[src/hw/rtl/rgb_frame_convolution_2d_macros.svh]
// assertion macros shared by the convolution block
`ifndef RGB_FRAME_CONVOLUTION_2D_MACROS_SVH
`define RGB_FRAME_CONVOLUTION_2D_MACROS_SVH

// same-cycle implication, checked at each rising edge outside reset
`define RFC_ASSERT_NOW(lbl, ante, cons) \
    lbl: assert property (@(posedge i_clk) disable iff (!i_rst_n) (ante) |-> (cons)) \
        else $error("convolution block check failed");

// next-cycle implication
`define RFC_ASSERT_NEXT(lbl, ante, cons) \
    lbl: assert property (@(posedge i_clk) disable iff (!i_rst_n) (ante) |=> (cons)) \
        else $error("convolution block check failed");

`endif

[src/hw/rtl/rfc2d_pkg.sv]
// types and constants of the rgb frame convolution block
package rfc2d_pkg;

    localparam int DEF_MAX_KERNEL     = 15;
    localparam int DEF_MAX_WIDTH      = 64;
    localparam int DEF_MAX_HEIGHT     = 64;
    localparam int DEF_COEF_FRAC_BITS = 12;

    localparam int FRAME_AW  = 12;
    localparam int PIX_W     = 24;
    localparam int CHAN_W    = 8;
    localparam int COEF_W    = 16;
    localparam int KSIZE_W   = 4;
    localparam int FDIM_W    = 7;
    localparam int POS_W     = 6;
    localparam int CFG_IDX_W = 2;
    localparam int CFG_DAT_W = 7;
    localparam int IN_DATA_W = 64;
    localparam int PROD_W    = COEF_W + CHAN_W + 1;

    localparam logic [CFG_IDX_W-1:0] CFG_KERNEL_SIZE  = 2'd0;
    localparam logic [CFG_IDX_W-1:0] CFG_FRAME_WIDTH  = 2'd1;
    localparam logic [CFG_IDX_W-1:0] CFG_FRAME_HEIGHT = 2'd2;

    typedef enum logic [1:0] {
        OP_LOAD_COEF  = 2'd0,
        OP_LOAD_PIXEL = 2'd1,
        OP_CONVOLVE   = 2'd2
    } t_op;

    typedef enum logic [1:0] {
        ST_IDLE,
        ST_RUN,
        ST_DRAIN,
        ST_FIN
    } t_state;

    typedef struct packed {
        logic clr;
        logic vld;
        logic inb;
    } t_mac_ctl;

endpackage

[src/hw/rtl/rfc2d_mac.sv]
// three-lane multiply-accumulate with absolute value and saturation
module rfc2d_mac #(
    parameter int COEF_FRAC_BITS = rfc2d_pkg::DEF_COEF_FRAC_BITS,
    parameter int ACC_W          = 34
) (
    input  logic                                 i_clk,
    input  logic                                 i_rst_n,
    input  rfc2d_pkg::t_mac_ctl                  i_ctl,
    input  logic signed [rfc2d_pkg::COEF_W-1:0]  i_coef,
    input  logic [rfc2d_pkg::PIX_W-1:0]          i_pixel,
    output logic                                 o_busy,
    output logic [rfc2d_pkg::PIX_W-1:0]          o_res
);
    import rfc2d_pkg::*;

    logic                     r_pv;
    logic signed [PROD_W-1:0] r_prod [3];
    logic signed [ACC_W-1:0]  r_acc  [3];

    function automatic logic [CHAN_W-1:0] sat_mag(input logic signed [ACC_W-1:0] a);
        logic [ACC_W-1:0] mag;
        logic [ACC_W-1:0] sh;
        mag = a[ACC_W-1] ? ACC_W'(-a) : ACC_W'(a);
        sh  = mag >> COEF_FRAC_BITS;
        return (sh > ACC_W'(255)) ? {CHAN_W{1'b1}} : sh[CHAN_W-1:0];
    endfunction

    always_ff @(posedge i_clk) begin
        if (!i_rst_n) begin
            r_pv <= 1'b0;
        end else begin
            r_pv <= i_ctl.vld;
        end
    end

    // taps outside the frame enter as zero products
    always_ff @(posedge i_clk) begin
        for (int k = 0; k < 3; k++) begin
            if (i_ctl.inb) begin
                r_prod[k] <= i_coef * $signed({1'b0, i_pixel[k*CHAN_W +: CHAN_W]});
            end else begin
                r_prod[k] <= '0;
            end
        end
    end

    always_ff @(posedge i_clk) begin
        for (int k = 0; k < 3; k++) begin
            if (i_ctl.clr) begin
                r_acc[k] <= '0;
            end else if (r_pv) begin
                r_acc[k] <= r_acc[k] + ACC_W'(r_prod[k]);
            end
        end
    end

    assign o_busy = r_pv;

    always_comb begin
        for (int k = 0; k < 3; k++) begin
            o_res[k*CHAN_W +: CHAN_W] = sat_mag(r_acc[k]);
        end
    end

endmodule

[config.mk]
export PLATFORM = sky130hd
export DESIGN_NAME = rfc2d_mac
export DESIGN_NICKNAME = d
export VERILOG_FILES = /design/src/hw/rtl/rgb_frame_convolution_2d_macros.svh /design/src/hw/rtl/rfc2d_pkg.sv /design/src/hw/rtl/rfc2d_mac.sv
export SDC_FILE = /design/constraint.sdc
export NUM_CORES = 1
export LEC_CHECK = 0
export BUFFER_PORTS_ARGS = -buffer_cell sky130_fd_sc_hd__buf_2
export CAP_MARGIN = 30
export CORE_MARGIN = 2
export CORE_UTILIZATION = 23
export CTS_BUF_LIST = sky130_fd_sc_hd__clkbuf_8
export DETAILED_ROUTE_END_ITERATION = 10
export PLACE_DENSITY = 0.41
export RECOVER_POWER = 100
export SYNTH_ARGS = -nofsm -noshare
export SYNTH_HDL_FRONTEND = slang
export SYNTH_SLANG_ARGS = --single-unit
[constraint.sdc]
create_clock -name i_clk -period 6.3 [get_ports i_clk]
set_input_delay 0.315 -clock i_clk [delete_from_list [all_inputs] [get_ports i_clk]]
set_output_delay 0.315 -clock i_clk [all_outputs]
set_load 0.02 [all_outputs]
==> flow_summary.toml <==
[status]
run_status = "finished with violations"
violations = "capacitance limit, slew limit"

[clocking]
clk_latency_ps = 530
max-clock-path-buffers = 2
tritoncts = "built"
post_cts.repair.setup_buffers = 0
numCtsBuffers = 17
cts_num_sinks = 178
holdBufCountCts = 2
worst_setup_hold_path_clk_slew_ps = 100
postCtsResizedCells = 0
cts-root-buf = "clkbuf_8"
ctsHtreeMaxLevel = 4

[place]
place_worst_setup_slack_ps = 616
port-buffer-count = 69
post-dp-hpwl_mm = 52.7
weighted_congestion_at_the_end_of_routability_driven_global_placement = 0.773

[final_layout]
area_growth_synth_to_finish_pct = 8.72
finish.net_count = 3511
drive_above_1_share_pct = 4.18
fill_cells = 11900

[power]
leakage_uw = 0.0131
power.density_cell_area_nw_per_um2 = 353
ir_drop_mv = 0.136
p_total_uw = 9700

[global_routing]
wire_length_of_the_first_global_routing_pass_mm = 109
overflow = 0
first_global_vias = 19400
global_route.usage.total_pct = 12.1
grt_antenna_before_repair = 14
pin_count_of_the_biggest_net_entering_global_routing = 55

[worst_setup_path]
critical_path.endpoint_type = "flip-flop"
timing.critical_path.arrival_ps = 5780
cpLargestDelayFamily = "adder cells"
timing.critical_path.cells = "clkbuf_1, and2_0, fa_1, ha_1, ha_1, inv_1, fa_1, inv_1, ha_1, fa_1, a21o_1, a21oi_1, o21bai_1, a2111o_1, a31oi_1, o31ai_1, a41oi_1, nand2b_1, a21oi_1, mux2i_1"
timing.rr.start = "o_busy"
register_to_register_setup_slack_ps = 1380
element_type_at_the_critical_path_start = "input pin"
r2r.worst_path.cells = 2
timing.setup.critical_path_class = "input pin to flip-flop"
regToRegEndpoint = "r_acc[0][15]"
cp_slowest_stage_delay_ps = 830
cp_max_fo = 24
cp_num_buf_inv = 3
cp_required_ps = 6740
critPathSlowestCell = "clkbuf_1"

[sta]
slew_headroom_pct = -190
finClkSkew_ps = 31.6
tightestPinTransition_ps = 4340
final_critical_path_setup_slack_ps = 964
rsz_0062_raised_after_global_routing = "false"
period_share_pct = 84.7
finalSetupViolations = 0
maxClockFrequency_ghz = 0.187
timing_max_transition_violations_final = 189
post-route-min-period_ps = 5340
final-hold-violation-count = 0
totalNegativeSetupSlack_ps = 0

[floorplanning]
ioPinCount = 70
coreArea_um2 = 109000
design.die.area_um2 = 113000
floorplan.rows = 121
fp.dieH_um = 336
starting_utilization_of_the_core_area_pct = 23.2
dieWidth_um = 336

[synth]
post_synth_instance_area_um2 = 25300
syn-num-nets = 3499
yosys.cell_types.count = 71
synth_commonest_cells = "inv_1, fa_1, nand2_1, ha_1, and2_1"
synth_top_area_cell = "fa_1"
ys_seq_elements = 178
postSynth.topFlopCell = "edfxtp_1"
synthArstFlopShare_pct = 0
synth_area_leaders = "fa_1, ha_1, edfxtp_1"
yosysMostFrequentCell = "inv_1"
avgSynthCellArea_um2 = 8.74
yosysWarnings = 0
synth_cells = 2896
count_of_flip_flops_with_a_built_in_enable_after_synthesis = 102
post-synth-top-area-fraction_pct = 24.4
synth.yosys.seq_area_share_pct = 18.1

[detailed_routing]
route.detailed.drc = 0
antenna_violating_nets_post_route = 0
total_via_count_in_the_routed_design = 18900
route.final.wire_length_mm = 66.2
routed_wire_per_std_cell_um = 15.2
first_pass_iters = 5
dr.first_iter.drc_count = 951
mean_number_of_vias_per_cell = 4.35

[worst_hold_path]
timing.hold.worst_path_depth = 2
worstHoldPathType = "input pin to flip-flop"
min_delay_endpoint = "r_prod[0][0]"
hp-start = "i_pixel[0]"

[run]
drv_cap = 4
==> metrics by stage <==
step	util [%]	instance area, um^2	hold WS [ps]	cells
after CTS	25.3	27600	243	4334
after global placement	24.9	27200	518	4300
after global routing	25.2	27500	270	4337
final	25.2	27500	299	4343
after detailed placement	24.9	27200	518	4300
after floorplan	-	25300	437	2896
==> cell usage in the layout (no fill, tap or decap), drive strengths merged, types with 71 or more instances in the layout <==
master  instances
a21o           71
a21oi         122
and2          241
dfxtp          76
edfxtp        102
fa            309
ha            249
inv           514
nand2         270
nor2          198
o21ai          79
xnor2          85
xor2           75
==> flip-flops by register name (all words and copies together), names as in the netlist <==
register  count
o_busy        1
r_acc       102
r_prod       75
==> cell families (layout without fill, tap and decap cells) <==
family	after synthesis	in the layout	share of synthesized area, %
AOI/OAI and AO/OA	451	451	11.7
xor gates and xnor gates	160	160	5.54
adders and majority gates	558	558	36.8
buffers and inverters	592	617	8.84
DFF	178	178	18.1
muxes	10	10	0.410
other	0	8	0
and+or+nand+nor	947	947	18.7
==> worst max-delay path by stage <==
stage                 from             to  slack, ps  depth (start not counted)
6_report         i_coef[1]  r_prod[2][22]        960                         20
5_1_grt          i_coef[1]  r_prod[2][22]        510                         20
4_1_cts        r_acc[0][1]       o_res[7]       1150                         11
3_5_place_dp     i_coef[5]  r_prod[2][22]        620                         20
3_3_place_gp     i_coef[3]  r_prod[1][24]        720                         20
2_1_floorplan    i_coef[3]  r_prod[1][22]       1270                         20
==> metal layers <==
layer / vias to the layer above / GRT usage [%] / part of all wire (%)
met5: - / 0 / 0.045
met4: 4 / 1.94 / 0.71
met3: 23 / 1.65 / 4.0
met2: 200 / 18.0 / 42
met1: 9203 / 18.6 / 54
li1: 9460 / - / -
==> power by group <==
part | total [uW] | switching, uW | internal, uW | leakage [uW]
sequential | 1770 | 229 | 1540 | 0.00172
clock | 795 | 504 | 291 | 0.000196
combinational | 7140 | 4140 | 3010 | 0.0111
==> cell type report <==
type	count	area (um^2)	area share [%]
Timing Repair Buffer	83	412	1.50
Clock buffer	17	234	0.850
Antenna cell	8	20.0	0.0728
Clock inverter	15	133	0.482
Multi-Input combinational cell	2126	18500	67.2
Sequential cell	178	4580	16.7
Inverter	502	1880	6.85
Tap cell	1414	1770	6.43
(Power assumes the default switching activity.)
